`config.mk`:
```
export PLATFORM = sky130hd
export DESIGN_NAME = kvct_cell
export DESIGN_NICKNAME = d
export VERILOG_FILES = /design/src/kvct_pkg.sv /design/src/kvct_cell.sv
export SDC_FILE = /design/constraint.sdc
export NUM_CORES = 1
export LEC_CHECK = 0
export ABC_AREA = 1
export ABC_CLOCK_PERIOD_IN_PS = 5400
export BUFFER_PORTS_ARGS = -buffer_cell sky130_fd_sc_hd__buf_2
export CELL_PAD_IN_SITES_DETAIL_PLACEMENT = 0
export CELL_PAD_IN_SITES_GLOBAL_PLACEMENT = 1
export CORE_MARGIN = 1
export CORE_UTILIZATION = 42
export CTS_BUF_LIST = sky130_fd_sc_hd__clkbuf_4
export DETAILED_ROUTE_END_ITERATION = 10
export GPL_TIMING_DRIVEN = 0
export PLACE_DENSITY_LB_ADDON = 0.1
export SLEW_MARGIN = 20
export SYNTH_ARGS = -nofsm -noshare
export SYNTH_HDL_FRONTEND = slang
export SYNTH_SLANG_ARGS = --single-unit
```
`constraint.sdc`:
```
create_clock -name clk -period 5.4 [get_ports clk]
set_input_delay 1.35 -clock clk [delete_from_list [all_inputs] [get_ports clk]]
set_output_delay 1.35 -clock clk [all_outputs]
set_load 0.03 [all_outputs]
```
`src/kvct_pkg.sv`:
```
// Shared types and constants for the key/value associative table.
// Used by kvct_cell, kvct_out and key_value_cam_table; depends on nothing.
package kvct_pkg;

    localparam int KeyWidth   = 64;
    localparam int ValueWidth = 64;

    // Command codes.
    localparam logic CMD_SET = 1'b0;
    localparam logic CMD_GET = 1'b1;

    // Result status codes.
    localparam logic [2:0] ST_UPDATED  = 3'd0;
    localparam logic [2:0] ST_INSERTED = 3'd1;
    localparam logic [2:0] ST_FULL     = 3'd2;
    localparam logic [2:0] ST_FOUND    = 3'd3;
    localparam logic [2:0] ST_MISSING  = 3'd4;

    // Incoming request payload.
    typedef struct packed {
        logic                  command;
        logic [KeyWidth-1:0]   key;
        logic [ValueWidth-1:0] value;
    } kvct_cmd_t;

    // Outgoing result payload.
    typedef struct packed {
        logic [2:0]            status;
        logic [ValueWidth-1:0] read_value;
    } kvct_rsp_t;

    // Request as it travels along the row of cells.
    typedef struct packed {
        logic                  valid;
        logic                  command;
        logic [KeyWidth-1:0]   key;
        logic [ValueWidth-1:0] data;
        logic [2:0]            status;
        logic                  done;
    } kvct_req_t;

endpackage

```
`src/kvct_cell.sv`:
```
// One table entry of the key/value table, with the request register that
// passes a request on to the next entry. Depends on kvct_pkg.
module kvct_cell (
    input  logic              clk,
    input  logic              rst_n,
    input  logic              advance,
    input  kvct_pkg::kvct_req_t req_in,
    output kvct_pkg::kvct_req_t req_out
);
    import kvct_pkg::*;

    logic                  occ_reg;
    logic                  occ_next;
    logic [KeyWidth-1:0]   key_reg;
    logic [KeyWidth-1:0]   key_next;
    logic [ValueWidth-1:0] val_reg;
    logic [ValueWidth-1:0] val_next;
    kvct_req_t             req_reg;
    kvct_req_t             req_next;
    logic                  hit;
    logic                  ins;

    // Compare the passing request against this entry and decide what it does here.
    always_comb
    begin
        hit      = req_in.valid && !req_in.done && occ_reg && (key_reg == req_in.key);
        ins      = req_in.valid && !req_in.done && !occ_reg && (req_in.command == CMD_SET);
        req_next = req_in;
        occ_next = occ_reg;
        key_next = key_reg;
        val_next = val_reg;
        if (hit)
        begin
            req_next.done = 1'b1;
            if (req_in.command == CMD_SET)
            begin
                req_next.status = ST_UPDATED;
                val_next        = req_in.data;
            end
            else
            begin
                req_next.status = ST_FOUND;
                req_next.data   = val_reg;
            end
        end
        else if (ins)
        begin
            // Entries fill in order, so the first empty entry reached takes the key.
            req_next.done   = 1'b1;
            req_next.status = ST_INSERTED;
            occ_next        = 1'b1;
            key_next        = req_in.key;
            val_next        = req_in.data;
        end
    end

    // Entry state and request register move only when the row advances.
    always_ff @(posedge clk or negedge rst_n)
    begin
        if (!rst_n)
        begin
            occ_reg <= 1'b0;
            req_reg <= '0;
        end
        else if (advance)
        begin
            occ_reg <= occ_next;
            req_reg <= req_next;
        end
    end

    // Key and value payload need no reset: an empty entry is never compared.
    always_ff @(posedge clk)
    begin
        if (advance)
        begin
            key_reg <= key_next;
            val_reg <= val_next;
        end
    end

    assign req_out = req_reg;

endmodule

```
# Word-level counts from Yosys, hierarchy flattened
# Cells that the tools add are included.
[word_totals]
register_bits = 263
[op_classes]
eq_ne = 1
mux = 7
bitwise_logic = 2
n_reduce_logical = 10
[ops]
columns = ["operator", "count"]
rows = [
  ["64-bit two-way mux", 4],
  ["64-bit equality test", 1],
  ["4-bit two-way mux", 2],
  ["1-bit logical AND", 5],
  ["3-bit AND reduction", 1],
  ["1-bit zero test", 2],
  ["2-bit two-way mux", 1],
  ["1-bit inverter", 2],
  ["2-bit AND reduction", 1],
  ["2-bit nonzero test", 1],
]

# Logic depth before layout (Yosys ltp)
[depth]
word_depth = 6
mapped_depth = 14

# Least setup slack after synthesis
# Ideal clock, no wire load.
[synth_timing]
kind = "input port to flip-flop"
start = "input port req_in[129] in the netlist's numbering"
end = "register val_reg[0] (enable)"
setup_time_ns = 0.507
arrival_ns = 5.355
t_required_ns = 4.893
slack_ns = -0.462
stages = 10
n_path_buf = 1
path_cell_list = "inv_1 nand2_1 nand2_1 nand3b_1 nor2_1 nand2_1 nor2_4 nand3_4 buf_6 a21oi_1"
[synth_via]
elab_chain_cells = 4
[synth_rtl]
columns = ["item", "line", "rtl"]
rows = [
  ["start, declared", "kvct_cell.sv:7", "input kvct_pkg::kvct_req_t req_in,"],
  ["64-bit equality test", "kvct_cell.sv:26", "hit = req_in.valid && !req_in.done && occ_reg && (key_reg == req_in.key);"],
  ["1-bit logical AND", "kvct_cell.sv:26", ""],
  ["2-bit nonzero test (no line)", "--", ""],
  ["2-bit AND reduction (no line)", "--", ""],
  ["end signal, assigned", "kvct_cell.sv:78", "val_reg <= val_next;"],
  ["end, declared", "kvct_cell.sv:16", "logic [ValueWidth-1:0] val_reg;"],
]
# Every way passes these cells.
# A chain may end at the register's enable or synchronous reset.

# Worst setup path after layout
[layout_timing]
start = "input port advance"
end = "register val_reg[22] (enable)"
[layout_via]
elab_chain_cells = 1
[layout_rtl]
columns = ["item", "line", "rtl"]
rows = [
  ["start, declared", "kvct_cell.sv:6", "input logic advance,"],
  ["2-bit AND reduction (no line)", "--", ""],
]
# Every way passes these cells.

==> metrics <==
status finished clean; synthesis-to-finish area growth 24.7%; Pleak 7.64 nW; Buffers on Ports 268; Final Skew between 40 and 50 ps; CTS resizes 0; grt total ovfl 0; crit path kind primary input to flop; height of the die roughly 170 um; largest net degree at the start of global routing around 70; fmax ~300 MHz; synthesized flop and latch total 263; layout cells sized above 1 approximately a quarter; Int Power 3.51 mW; vias in the first global route ~10000; RSZ-0062 raised after global routing false; post-synthesis area per instance between 8 and 9 um^2; initial antenna violation count 7; CORE AREA ~29000 um^2; Filler Cell Count ~2800; clk sinks ~260; crit-path max FO 20; sw frac between 20% and 30%; Ys Warns 0; final non-filler cell total approximately 2200; initial drt markers between 600 and 700; Power Density between 300 and 400 nW/um^2; Largest register FFs ~130; post-DR wirelength/cell between 15 and 20 um; routed vias/inst 4.78; delay-heaviest family, CP buffers and inverters; final core occ roughly 53%; startpoint type of the worst setup path primary input; Tcrit/Tclk final between 60% and 70%; CTS Hold Buffers Added 0; worst vdd ir about 0.18 mV; via count of the routed design roughly 10000; most frequent CP cell clkbuf_1; crit-path cells clkbuf_1 -> inv_1 -> clkbuf_1 -> clkbuf_1 -> a21oi_4 -> buf_8 -> buf_8 -> buf_16; Setup crit end kind flop; Worst Hold Class flop to flop; Initial Util between 40% and 50%; H-tree levels 3; NetSw roughly 1.4 mW; CTS Buf Count 76; first-pass GRT wire length between 50000 and 60000 um; clk buf depth 3; Die W between 150 and 200 um; die area approximately 30000 um^2; Post-CTS Setup Inserts 0; final count of pins violating max slew 0; CP max-delay cell clkbuf_1; CTS tree yes; hpwl dp around 24000 um; fin nets between 1500 and 2000; cells after synthesis 1379; worst slew pin tran 781 ps; final worst-path setup slack 2030 ps; slew margin rel. a little under half; CTS root buffer clkbuf_4; Max stage delay on crit path 440 ps; DP Worst Slack about 1300 ps; Final Setup Violations 0; DRC 0; hold slack about 470 ps; Mapped Nets 1516; DRT Pass-1 Iters 7; sequential-to-total area share from yosys stat about three fifths; Routed Antenna Nets 0; clk_lat worst skew about 680 ps; Final Hold Vio Count 0; final RePlAce weighted congestion roughly 0.78; I/O pin count about 270; Distinct cells, synth 25; setup TNS 0 ps; Seq pwr share a little under half; clock share of power 40.9%; Total GRT Usage about 23%; # Max-Cap Violations 0; Netlist Area Pre-Place 12300 um^2; WP buf/inv 7; dpl cells roughly 2000; minimum clock period 3370 ps; Worst EP arrival between 3000 and 4000 ps; Clk pin slew, worst setup/hold paths approximately 60 ps; Logic pwr share 13.2%; row count 62; Critical Path RT approximately 5800 ps; Total Wirelength about 35000 um
-- worst paths after layout --
| check | start | endpoint | slack [ps] | cells past startpoint |
|---|---|---|---|---|
| setup reg to reg | key_reg[18] | val_reg[22] | 2540 | 13 |
| hold / removal | req_out[102] | req_out[102] | 470 | 2 |
| hold reg to reg | req_out[102] | req_out[102] | 470 | 2 |
| min in group asynchronous | rst_n | req_out[48] | 610 | 1 |
| max in group asynchronous | rst_n | req_out[103] | 4000 | 2 |
| setup / recovery | advance | val_reg[22] | 2030 | 8 |
-- area by class of cell --
type                       instances  area, um^2  area share [%]
sequential                       263        7220            47.1
buffer                            73         463            3.02
clock inverter                    15         118           0.767
antenna                            4        10.0          0.0652
clock buffer                     123         923            6.02
tap                              384         480            3.13
timing repair buffer             274        1490            9.72
multi-input combinational        901        4100            26.7
inverter                         142         536            3.49
-- synth_stat cells --
master    number  share of area, %
nand2_1      452                14
inv_1        142               4.3
dfrtp_1      135                27
edfxtp_1     128                31
nor2_1       113               3.4
nand4_1       71               3.6
nand3_1       68               2.8
a21oi_1       65               2.6
and2_1        64               3.3
o21ai_0       37               1.5
clkbuf_1      35               1.1
xnor2_1       17               1.2
buf_6         14               1.3
buf_2         10              0.41
buf_1          7              0.21
buf_8          6              0.73
or2_2          5              0.25
nor2_4         3              0.27
a31oi_1        1             0.051
buf_4          1             0.061
nand3_4        1              0.14
nand3b_1       1             0.061
nand4_2        1              0.10
nor3_1         1             0.041
xor2_1         1             0.071
-- cells by family after synthesis --
kind of cell / synth area share, %
xor gates and xnor gates: 1.28
buffers and inverters: 8.09
DFF: 58.7
AOI/OAI and AO/OA: 4.20
and+or+nand+nor: 27.7
-- metal layers --
metal	GRT usage [%]	vias up	share of wire, %
li1	-	5205	-
met1	30.4	4802	44
met2	36.4	333	46
met3	5.87	77	6.6
met4	9.88	6	2.9
met5	0	-	0.090
-- stage by stage --
stage	cell area (um^2)	total power, mW
2_1_floorplan	12300	2.66
3_3_place_gp	14100	2.92
3_5_place_dp	14300	2.93
4_1_cts	15300	4.95
5_1_grt	15300	5.11
6_report	15300	4.88
-- cells in the final DEF, fill, tap and decap left out, types with 2 or more instances in the layout --
master	count
nand2_1	452
buf_2	277
inv_1	141
dfrtp_1	135
edfxtp_1	128
clkbuf_4	123
nor2_1	113
nand4_1	71
nand3_1	68
a21oi_1	64
and2_1	64
o21ai_0	37
clkbuf_1	35
xnor2_1	17
buf_6	14
buf_8	9
clkinv_1	8
buf_1	7
or2_2	5
diode_2	4
buf_16	4
nor2_4	3
inv_2	3
bufinv_16	2
-- worst min-delay path, delay by kind of cell, from the launching register on --
family / cells / cell delay [ps]
DFF: 1 / 340
and+or+nand+nor: 2 / 100
-- power groups by stage --
stage	clock, mW	combinational, mW	sequential [mW]
2_1_floorplan	0	0.206	2.46
3_3_place_gp	0	0.641	2.28
3_5_place_dp	0	0.651	2.28
4_1_cts	2.05	0.654	2.24
5_1_grt	2.15	0.710	2.25
6_report	1.99	0.646	2.24
Note: power is estimated with default switching activity, not from simulation.
