`config.mk`:
```
export PLATFORM = sky130hd
export DESIGN_NAME = kvct_out
export DESIGN_NICKNAME = d
export VERILOG_FILES = /design/src/kvct_pkg.sv /design/src/kvct_out.sv
export SDC_FILE = /design/constraint.sdc
export NUM_CORES = 1
export LEC_CHECK = 0
export BUFFER_PORTS_ARGS = -buffer_cell sky130_fd_sc_hd__clkbuf_2
export CORE_ASPECT_RATIO = 1.4
export CORE_UTILIZATION = 39
export DETAILED_ROUTE_END_ITERATION = 16
export GPL_TIMING_DRIVEN = 0
export PLACE_DENSITY = 0.8
export SYNTH_ARGS = -nofsm -noshare
export SYNTH_HDL_FRONTEND = slang
export SYNTH_SLANG_ARGS = --single-unit
```
`constraint.sdc`:
```
create_clock -name clk -period 1.08 [get_ports clk]
set_clock_uncertainty 0.15 [all_clocks]
set_input_delay 0.108 -clock clk [delete_from_list [all_inputs] [get_ports clk]]
set_output_delay 0.108 -clock clk [all_outputs]
set_load 0.01 [all_outputs]
```
`src/kvct_pkg.sv`:
```
// Shared types and constants for the key/value associative table.
// Used by kvct_cell, kvct_out and key_value_cam_table; depends on nothing.
package kvct_pkg;

    localparam int KeyWidth   = 64;
    localparam int ValueWidth = 64;

    // Command codes.
    localparam logic CMD_SET = 1'b0;
    localparam logic CMD_GET = 1'b1;

    // Result status codes.
    localparam logic [2:0] ST_UPDATED  = 3'd0;
    localparam logic [2:0] ST_INSERTED = 3'd1;
    localparam logic [2:0] ST_FULL     = 3'd2;
    localparam logic [2:0] ST_FOUND    = 3'd3;
    localparam logic [2:0] ST_MISSING  = 3'd4;

    // Incoming request payload.
    typedef struct packed {
        logic                  command;
        logic [KeyWidth-1:0]   key;
        logic [ValueWidth-1:0] value;
    } kvct_cmd_t;

    // Outgoing result payload.
    typedef struct packed {
        logic [2:0]            status;
        logic [ValueWidth-1:0] read_value;
    } kvct_rsp_t;

    // Request as it travels along the row of cells.
    typedef struct packed {
        logic                  valid;
        logic                  command;
        logic [KeyWidth-1:0]   key;
        logic [ValueWidth-1:0] data;
        logic [2:0]            status;
        logic                  done;
    } kvct_req_t;

endpackage

```
`src/kvct_out.sv`:
```
// Output register of the key/value table: turns the request leaving the
// last entry into a result and holds it until taken. Depends on kvct_pkg.
module kvct_out (
    input  logic                clk,
    input  logic                rst_n,
    input  logic                advance,
    input  kvct_pkg::kvct_req_t req_in,
    output logic                rsp_valid,
    output kvct_pkg::kvct_rsp_t rsp_data
);
    import kvct_pkg::*;

    logic      valid_reg;
    kvct_rsp_t rsp_reg;
    kvct_rsp_t rsp_next;

    // A request that no entry resolved is either a full table or a missing key.
    always_comb
    begin
        rsp_next.status     = req_in.status;
        rsp_next.read_value = '0;
        if (!req_in.done)
        begin
            if (req_in.command == CMD_SET)
            begin
                rsp_next.status = ST_FULL;
            end
            else
            begin
                rsp_next.status = ST_MISSING;
            end
        end
        if (rsp_next.status == ST_FOUND)
        begin
            rsp_next.read_value = req_in.data;
        end
    end

    // Result register; loads whenever the row advances.
    always_ff @(posedge clk or negedge rst_n)
    begin
        if (!rst_n)
        begin
            valid_reg <= 1'b0;
        end
        else if (advance)
        begin
            valid_reg <= req_in.valid;
        end
    end

    always_ff @(posedge clk)
    begin
        if (advance)
        begin
            rsp_reg <= rsp_next;
        end
    end

    assign rsp_valid = valid_reg;
    assign rsp_data  = rsp_reg;

endmodule

```
# Word level (Yosys, flattened, before mapping)
# Cells that the tools add are included.
dict set report totals {
  reg_bits 68
  in_bits 137
  output_inout_bits 68
  word_cells 6
}
dict set report op_classes {
  n_eq_ne 1
  muxes 2
}
# op count
set ops {}
lappend ops {{3-bit 2-to-1 mux} 2}
lappend ops {{3-bit by 2-bit equality test with 1-bit output, second input constant} 1}

# Depth between registers and ports, before layout
# Gate-level depths: netlist (run 1).
dict set report logic_depth {
  depth_word 3
  ltp_mapped 4
  ltp_nobuf 2
}

# Least setup slack after synthesis (run 1)
# Ideal clock, no wire load.
dict set report synth_path {
  path_type {input to register}
  startpoint {in req_in[1] (netlist name)}
  endpoint {reg rsp_reg (netlist bit rsp_data[52]), data pin}
  setup_time_ns 0.256
  arrival_time_ns 0.733
  required_time_ns 0.674
  setup_slack_ns -0.059
  cell_stages 4
  path_buffers 2
  path_cell_list {and4b_1 -> buf_6 -> buf_8 -> and2_2}
}
dict set report synth_between {
  elab_chain_len 2
}
# item line
set synth_rtl {}
lappend synth_rtl {{from (decl)} kvct_out.sv:7} ;# input kvct_pkg::kvct_req_t req_in,
lappend synth_rtl {{3-bit 2-to-1 mux} kvct_out.sv:22} ;# if (!req_in.done)
lappend synth_rtl {{3-bit by 2-bit equality test with 1-bit output} kvct_out.sv:33} ;# if (rsp_next.status == ST_FOUND)
lappend synth_rtl {{to (signal assigned)} kvct_out.sv:56} ;# rsp_reg <= rsp_next;
lappend synth_rtl {{to (decl)} kvct_out.sv:14} ;# kvct_rsp_t rsp_reg;
# No other way between the ends.
# A chain may end at the register's enable or synchronous reset.

# Worst setup path after layout (run 1)
dict set report layout_path {
  startpoint {reg valid_reg, in the netlist rsp_valid}
  endpoint {out rsp_valid}
}
# item line
set layout_rtl {}
lappend layout_rtl {{from (decl)} kvct_out.sv:13} ;# logic valid_reg;
lappend layout_rtl {{from (signal assigned)} kvct_out.sv:48} ;# valid_reg <= req_in.valid;
lappend layout_rtl {{to (decl)} kvct_out.sv:8} ;# output logic rsp_valid,
# No word-level cell between the ends.

==> flow_summary.json, run 1 <==
{
  "drtIter0Drc": 103,
  "fp.coreArea_um2": 6570,
  "slowest_delay_ns": 0.39,
  "synth-seq-cells": 68,
  "firstDrtPassIters": 4,
  "die_w_um": 71.4,
  "cp.required_ns": 0.82,
  "status": "finished, violations left",
  "synthArstFlopShare": 0.0147,
  "syn_nets": 282,
  "yosysTopAreaCell": "edfxtp_1",
  "crit_path_start_kind": "flop",
  "ant_nets": 0,
  "die-area_um2": 7080,
  "place_area_um2": 3470,
  "yosys-top-cells-count": "edfxtp_1 (67), and2_2 (36), and2_1 (29)",
  "critPathSlowestCell": "dfrtp_1",
  "syn_inst": 145,
  "worst_pin_slew_ns": 0.524,
  "fmax_mhz": 883,
  "drive_above_1_share": 0.536,
  "antenna_found_initial": 0,
  "r2r_cells": 2,
  "rows": 35,
  "hold_path_depth": 2,
  "synth_top_flop_cell": "edfxtp_1",
  "antennaDiodeCount": 0,
  "wirelength_um": 6210,
  "endpoint_kind": "output pin",
  "relSlewSlack": 0.650,
  "io_pins": 205,
  "grt_pass1_vias": 2099,
  "arrival_ns": 0.87,
  "cts-root-buf": "clkbuf_8",
  "vdd_ir_drop_max_uv": 782,
  "fin_ws_ns": -0.0527,
  "power_density_nw_per_um2": 1320,
  "die_h_um": 99.2,
  "yosysTopAreaCellShare": 0.765,
  "finalMaxSlewViolations": 0,
  "avgRoutedWirePerCell_um": 13.9,
  "cts_tree": "yes",
  "grt_usage": 0.184,
  "start_util": 0.401,
  "min_to": "rsp_data[66]$_DFFE_PP_",
  "rr_startpoint": "rsp_valid$_DFFE_PN0P_",
  "io_buffers": 140,
  "min_path_type": "primary input to flop",
  "path_clk_slew_ns": 0.07,
  "crit_path_max_fanout": 2,
  "clock_latency_ns": 0.34,
  "vias": 1961,
  "post-route-period-util": 1.05,
  "synth_area_leaders": "edfxtp_1 (76%), and2_2 (10%), and2_1 (6.9%)",
  "cts.sinks": 68,
  "rrSetupSlack_ns": 0.03,
  "hold_viol_final": 0,
  "grt_pass1_wl_um": 9580,
  "final-setup-viol-count": 63,
  "yosysWarnings": 0,
  "synth_edf_count": 67,
  "fin_area_um2": 4380,
  "avgSynthCellArea_um2": 18.1,
  "post-place-ws_ns": -0.453,
  "nNetsFinal": 506,
  "ys_seq_area_frac": 0.774,
  "power_mw": 5.80,
  "yosysMostFrequentCell": "edfxtp_1",
  "area_growth_pct": 66.5,
  "violations": "setup timing",
  "cts_buffer_depth": 2,
  "path_delay_family": "flip-flops",
  "drv_cap": 0,
  "hold-worst-slack_ns": 0.00775,
  "worst-path-buf-inv": 1,
  "synth_area_um2": 2630,
  "viasPerCell": 4.39,
  "min_period_ns": 1.13,
  "cts_inserted_buffers": 9,
  "min-delay-start": "req_in[0]",
  "place.gp.congestion": 0.725,
  "htree_num_levels": 3,
  "crit_type": "flop to output pin",
  "rsz0062_at_grt": "yes",
  "grt_start_max_net_pins": 69,
  "crit_chain": "clkbuf_2",
  "drc": 0,
  "synth_cell_types": 10,
  "r2r_end": "rsp_valid$_DFFE_PN0P_",
  "p_leak_nw": 1.94,
  "gr-total-overflow": 0,
  "dp_hpwl_um": 3570,
  "fin_setup_tns_ns": -1.18
}
-- report_power, final --
group          internal [mW]  switching, mW
Sequential              3.06         0.0465
Combinational          0.426          0.307
Clock                   1.05          0.913
-- flip-flops by register name, summed over array words and instances, names as in the netlist --
| name | cells |
|---|---|
| rsp_valid | 1 |
| rsp_data | 67 |
-- per-layer routing --
layer | vias up | global-route usage | share of wire
met3 | 15 | 0.0415 | 0.065
met4 | 0 | 0.109 | 0.027
met5 | - | 0 | 0
li1 | 956 | - | -
met1 | 893 | 0.188 | 0.37
met2 | 97 | 0.337 | 0.54
-- worst register-to-register path: cells and delay by family (launching register included) --
| family | cells | cell delay (ns) |
|---|---|---|
| flops | 1 | 0.39 |
| mux | 1 | 0.26 |
| buf+inv | 1 | 0.14 |
-- cells by family (layout without fill, tap and decap cells) --
kind of cell	count (synthesis)	after routing	share of synthesized area
simple gates	67	67	0.177
mux	2	2	0.00856
flops	68	68	0.774
compound gates	1	1	0.00190
buf+inv	7	235	0.0385
-- cells in the final DEF, fill, tap and decap left out --
| cell | netlist | layout |
|---|---|---|
| buf_2 | 0 | 4 |
| clkinv_4 | 0 | 1 |
| mux2_2 | 2 | 2 |
| o21ai_0 | 1 | 1 |
| edfxtp_1 | 67 | 67 |
| clkbuf_2 | 0 | 135 |
| and2_2 | 36 | 5 |
| and2_1 | 29 | 29 |
| buf_4 | 0 | 1 |
| buf_8 | 6 | 6 |
| clkinv_2 | 0 | 3 |
| and4b_1 | 1 | 1 |
| bufinv_16 | 0 | 1 |
| buf_6 | 1 | 1 |
| and2_4 | 0 | 31 |
| clkbuf_8 | 0 | 10 |
| dlygate4sd3_1 | 0 | 72 |
| nand2_1 | 1 | 1 |
| clkbuf_1 | 0 | 1 |
| dfrtp_1 | 1 | 1 |
-- timing repair --
action | CTS | global route
buffers inserted | 1 | 0
gates resized for setup | 1 | 4
hold buffers | 71 | 1
endpoints found under the setup margin | 69 | 68
gates cloned | 0 | 0
endpoints found under the hold margin | 69 | 1
-- metrics by stage --
stage	utilization	cells
after CTS	0.666	446
after global placement	0.527	359
after global routing	0.667	447
final	0.667	447
after detailed placement	0.528	359
after floorplan	-	145
-- worst max path at each step --
stage	cells past startpoint	end	slack, ns	start
6_report	1	rsp_valid	-0.05	rsp_valid$_DFFE_PN0P_
5_1_grt	1	rsp_data[44]	-0.10	rsp_data[44]$_SDFFCE_PP0P_
4_1_cts	1	rsp_data[52]	-0.06	rsp_data[52]$_SDFFCE_PP0P_
3_5_place_dp	2	rsp_valid$_DFFE_PN0P_	-0.45	advance
3_3_place_gp	2	rsp_valid$_DFFE_PN0P_	-0.89	advance
2_1_floorplan	4	rsp_data[12]$_SDFFCE_PP0P_	-0.01	req_in[0]
-- layout make-up --
| class | instances | area, um2 |
|---|---|---|
| buffer | 7 | 101 |
| clock buffer | 10 | 128 |
| clock inverter | 5 | 53.8 |
| fill | 464 | 2190 |
| multi-input combinational | 70 | 532 |
| sequential | 68 | 2040 |
| tap | 74 | 92.6 |
| timing repair buffer | 213 | 1440 |
(Power assumes the default switching activity.)
==> run 2: changes to the inputs <==
--- a/config.mk
+++ b/config.mk
@@ -8,6 +8,7 @@
 export BUFFER_PORTS_ARGS = -buffer_cell sky130_fd_sc_hd__clkbuf_2
 export CORE_ASPECT_RATIO = 1.4
 export CORE_UTILIZATION = 39
+export CTS_BUF_LIST = sky130_fd_sc_hd__clkbuf_16
 export DETAILED_ROUTE_END_ITERATION = 16
 export GPL_TIMING_DRIVEN = 0
 export PLACE_DENSITY = 0.8
==> flow_summary.json, run 2 (synthesis results as in run 1) <==
{
  "cts-root-buf": "clkbuf_16",
  "path_delay_family": "flip-flops",
  "cts.sinks": 68,
  "final_common_cell": "clkbuf_2",
  "dp_cells": 359,
  "cts_hold_buffers": 72,
  "nNetsFinal": 504,
  "grt_pass1_vias": 2143,
  "grt_usage": 0.186,
  "vdd_ir_drop_max_uv": 1040,
  "r2r_end": "rsp_valid$_DFFE_PN0P_",
  "final_cell_mix": "clkbuf_2 (134), dlygate4sd3_1 (71), edfxtp_1 (67)",
  "area_growth_pct": 69.8,
  "crit_path_max_fanout": 1,
  "start_util": 0.401,
  "die-area_um2": 7080,
  "p_leak_nw": 1.98,
  "final-setup-viol-count": 20,
  "drv_cap": 0,
  "finalMaxSlewViolations": 0,
  "hold-worst-slack_ns": -0.0383,
  "antennaDiodeCount": 0,
  "grt_start_max_net_pins": 69,
  "r2r_cells": 2,
  "rows": 35,
  "ant_nets": 0,
  "worst_pin_slew_ns": 0.534,
  "fp.coreArea_um2": 6570,
  "min_period_ns": 1.12,
  "crit_chain": "clkbuf_2",
  "wirelength_um": 6230,
  "crit_path_start_kind": "flop",
  "grt_pass1_wl_um": 9700,
  "status": "finished, violations left",
  "fmax_mhz": 893,
  "dp_hpwl_um": 3570,
  "place.gp.congestion": 0.725,
  "largest_reg_flops": 67,
  "firstDrtPassIters": 6,
  "rr_startpoint": "rsp_valid$_DFFE_PN0P_",
  "cts_inserted_buffers": 9,
  "relSlewSlack": 0.644,
  "die_h_um": 99.2,
  "cts_buffer_depth": 2,
  "drive_above_1_share": 0.536,
  "crit_type": "flop to output pin",
  "power_mw": 6.59,
  "critPathSlowestCell": "edfxtp_1",
  "post-route-period-util": 1.04,
  "cp.required_ns": 0.82,
  "drtIter0Drc": 94,
  "rrSetupSlack_ns": 0.03,
  "slowest_delay_ns": 0.39,
  "fin_util": 0.680,
  "viasPerCell": 4.48,
  "cp-endpoint": "rsp_data[44]",
  "vias": 1993,
  "endpoint_kind": "output pin",
  "final_cells": 445,
  "worst-path-buf-inv": 1,
  "min_path_type": "primary input to flop",
  "io_pins": 205,
  "clock_latency_ns": 0.32,
  "antenna_found_initial": 0,
  "htree_num_levels": 3,
  "critPathLaunch": "rsp_data[44]$_SDFFCE_PP0P_",
  "cp_num_cells": 1,
  "violations": "hold timing, setup timing",
  "drc": 0,
  "cts_tree": "yes",
  "fin_ws_ns": -0.0402,
  "die_w_um": 71.4,
  "path_clk_slew_ns": 0.06,
  "hold_viol_final": 1,
  "fin_setup_tns_ns": -0.193,
  "avgRoutedWirePerCell_um": 14.0,
  "io_buffers": 140,
  "power_density_nw_per_um2": 1480,
  "gr-total-overflow": 0,
  "arrival_ns": 0.86,
  "rsz0062_at_grt": "yes"
}
-- run 2: worst min-delay path by stage --
stage,cells past startpoint,endpoint,start
after floorplan,0,rsp_valid$_DFFE_PN0P_,rst_n
after global placement,1,rsp_valid$_DFFE_PN0P_,rst_n
after detailed placement,1,rsp_valid$_DFFE_PN0P_,rst_n
after CTS,2,rsp_data[66]$_DFFE_PP_,req_in[0]
after global routing,2,rsp_data[66]$_DFFE_PP_,req_in[3]
final,2,rsp_data[66]$_DFFE_PP_,req_in[3]
-- run 2: metal layers --
| layer | share of wire | vias to the layer above | track usage |
|---|---|---|---|
| li1 | - | 957 | - |
| met1 | 0.37 | 920 | 0.192 |
| met2 | 0.55 | 100 | 0.341 |
| met3 | 0.061 | 16 | 0.0365 |
| met4 | 0.027 | 0 | 0.111 |
| met5 | 0 | - | 0 |
-- run 2: final cells by class --
cell class,instances,area [um2]
buffer,7,101
tap,74,92.6
timing repair buffer,211,1420
clock inverter,6,57.6
fill,455,2100
sequential,68,2040
multi-input combinational,70,532
clock buffer,9,225
-- run 2: power breakdown --
group / switching, mW / internal [mW] / leakage (nW) / total (mW)
Sequential: 0.0467 / 3.07 / 0.649 / 3.11
Clock: 0.997 / 1.75 / 0.146 / 2.75
Combinational: 0.307 / 0.422 / 1.19 / 0.729
Total: 1.35 / 5.24 / 1.98 / 6.59
-- run 2: timing repair --
item	CTS	global route
hold endpoints to repair	69	1
gates resized for setup	1	4
buffers inserted	1	0
setup endpoints to repair	46	69
-- run 2: metrics by stage --
stage | setup slack, ns | cell area, um2
finish | -0.0402 | 4470
global route | -0.0758 | 4470
CTS | -0.0318 | 4480
detailed placement | -0.453 | 3470
global placement | -0.890 | 3460
floorplan | -0.0128 | 2670
==> run 3: changes to the inputs <==
--- a/config.mk
+++ b/config.mk
@@ -12,6 +12,7 @@
 export DETAILED_ROUTE_END_ITERATION = 16
 export GPL_TIMING_DRIVEN = 0
 export PLACE_DENSITY = 0.8
+export RECOVER_POWER = 100
 export SYNTH_ARGS = -nofsm -noshare
 export SYNTH_HDL_FRONTEND = slang
 export SYNTH_SLANG_ARGS = --single-unit
==> flow_summary.json, run 3 (synthesis results as in run 1) <==
{
  "status": "finished, violations left",
  "violations": "hold timing, setup timing",
  "drtIter0Drc": 100,
  "htree_num_levels": 3,
  "rows": 35,
  "hold_path_depth": 2,
  "drv_cap": 0,
  "cts.sinks": 68,
  "grt_pass1_vias": 2143,
  "crit_chain": "clkbuf_2",
  "post-route-period-util": 1.03,
  "worst_pin_slew_ns": 0.612,
  "ant_nets": 0,
  "r2r_end": "rsp_valid$_DFFE_PN0P_",
  "power_density_nw_per_um2": 1500,
  "hold_viol_final": 1,
  "critPathSlowestCell": "edfxtp_1",
  "start_util": 0.401,
  "cts_inserted_buffers": 9,
  "rsz0062_at_grt": "yes",
  "grt_pass1_wl_um": 9700,
  "vdd_ir_drop_max_uv": 1030,
  "antenna_found_initial": 0,
  "rrSetupSlack_ns": 0.03,
  "fin_setup_tns_ns": -0.176,
  "drc": 0,
  "rr_startpoint": "rsp_valid$_DFFE_PN0P_",
  "grt_start_max_net_pins": 69,
  "fin_util": 0.666,
  "final_cell_mix": "clkbuf_2 (136), dlygate4sd3_1 (71), edfxtp_1 (67)",
  "vias": 1968,
  "clock_latency_ns": 0.32,
  "die_h_um": 99.2,
  "cts-root-buf": "clkbuf_16",
  "fp.coreArea_um2": 6570,
  "drive_above_1_share": 0.504,
  "worst-path-buf-inv": 1,
  "antennaDiodeCount": 0,
  "crit_type": "flop to output pin",
  "area_growth_pct": 66.2,
  "final-setup-viol-count": 20,
  "min-delay-start": "req_in[3]",
  "path_clk_slew_ns": 0.06,
  "endpoint_kind": "output pin",
  "place.gp.congestion": 0.725,
  "firstDrtPassIters": 4,
  "final_common_cell": "clkbuf_2",
  "dp_hpwl_um": 3570,
  "die_w_um": 71.4,
  "wirelength_um": 6230,
  "cts_tree": "yes",
  "io_pins": 205,
  "min_to": "rsp_data[66]$_DFFE_PP_",
  "cp.required_ns": 0.82,
  "crit_path_start_kind": "flop",
  "r2r_cells": 2,
  "final_cells": 445,
  "cts_buffer_depth": 2,
  "hold-worst-slack_ns": -0.0377,
  "post-place-ws_ns": -0.453,
  "min_period_ns": 1.12,
  "grt_usage": 0.186,
  "path_delay_family": "flip-flops",
  "p_leak_nw": 1.93,
  "min_path_type": "primary input to flop",
  "arrival_ns": 0.86,
  "largest_reg_flops": 67,
  "viasPerCell": 4.42,
  "gr-total-overflow": 0,
  "fin_ws_ns": -0.0365,
  "die-area_um2": 7080,
  "finalMaxSlewViolations": 0,
  "nNetsFinal": 504,
  "slowest_delay_ns": 0.39,
  "fmax_mhz": 896,
  "dp_cells": 359,
  "relSlewSlack": 0.592,
  "avgRoutedWirePerCell_um": 14.0,
  "io_buffers": 140,
  "crit_path_max_fanout": 1,
  "cts_hold_buffers": 72
}
-- run 3: changes by cell type in the layout (fill, tap and decap cells not counted), sizes merged --
cell and change:
buf -4, clkbuf +4
-- run 3: worst max-delay path by stage --
stage / startpoint / to / slack, ns / cells past startpoint
2_1_floorplan: req_in[0] / rsp_data[12]$_SDFFCE_PP0P_ / -0.01 / 4
3_3_place_gp: advance / rsp_valid$_DFFE_PN0P_ / -0.89 / 2
3_5_place_dp: advance / rsp_valid$_DFFE_PN0P_ / -0.45 / 2
4_1_cts: rsp_data[39]$_SDFFCE_PP0P_ / rsp_data[39] / -0.03 / 1
5_1_grt: rsp_data[44]$_SDFFCE_PP0P_ / rsp_data[44] / -0.08 / 1
6_report: rsp_data[44]$_SDFFCE_PP0P_ / rsp_data[44] / -0.04 / 1
-- run 3: cell type report --
| type | count | area [um2] |
|---|---|---|
| Sequential cell | 68 | 2040 |
| Timing Repair Buffer | 211 | 1420 |
| Clock buffer | 9 | 225 |
| Fill cell | 471 | 2190 |
| Buffer | 7 | 40.0 |
| Multi-Input combinational cell | 70 | 502 |
| Clock inverter | 6 | 57.6 |
| Tap cell | 74 | 92.6 |
-- run 3: timing repair --
action,in CTS,in global routing
hold endpoints to repair,69,1
buffers inserted,1,0
gates resized for setup,1,4
endpoints found under the setup margin,46,69
-- run 3: worst reg2reg max path, stage by stage (launching register included) --
cell,delay [ns]
dfrtp_1,0.39
clkbuf_4,0.14
mux2_2,0.26
-- run 3: metal layers --
layer | GRT usage | up-vias | share of wire
met3 | 0.0365 | 14 | 0.062
li1 | - | 955 | -
met5 | 0 | - | 0
met2 | 0.341 | 100 | 0.54
met4 | 0.111 | 0 | 0.024
met1 | 0.192 | 899 | 0.37
-- run 3: power by group --
| group | switching [mW] | internal, mW | total [mW] |
|---|---|---|---|
| sequential | 0.0468 | 3.07 | 3.11 |
| combinational | 0.302 | 0.403 | 0.705 |
| clock | 0.991 | 1.75 | 2.74 |
| total | 1.34 | 5.22 | 6.56 |
-- run 3: stage by stage --
step / instance area [um2] / total power, mW / hold WS (ns)
2_1_floorplan: 2670 / 3.33 / -0.338
3_3_place_gp: 3460 / 3.66 / -0.267
3_5_place_dp: 3470 / 3.67 / -0.266
4_1_cts: 4480 / 6.64 / -0.00660
5_1_grt: 4370 / 6.79 / -0.0151
6_report: 4370 / 6.56 / -0.0377
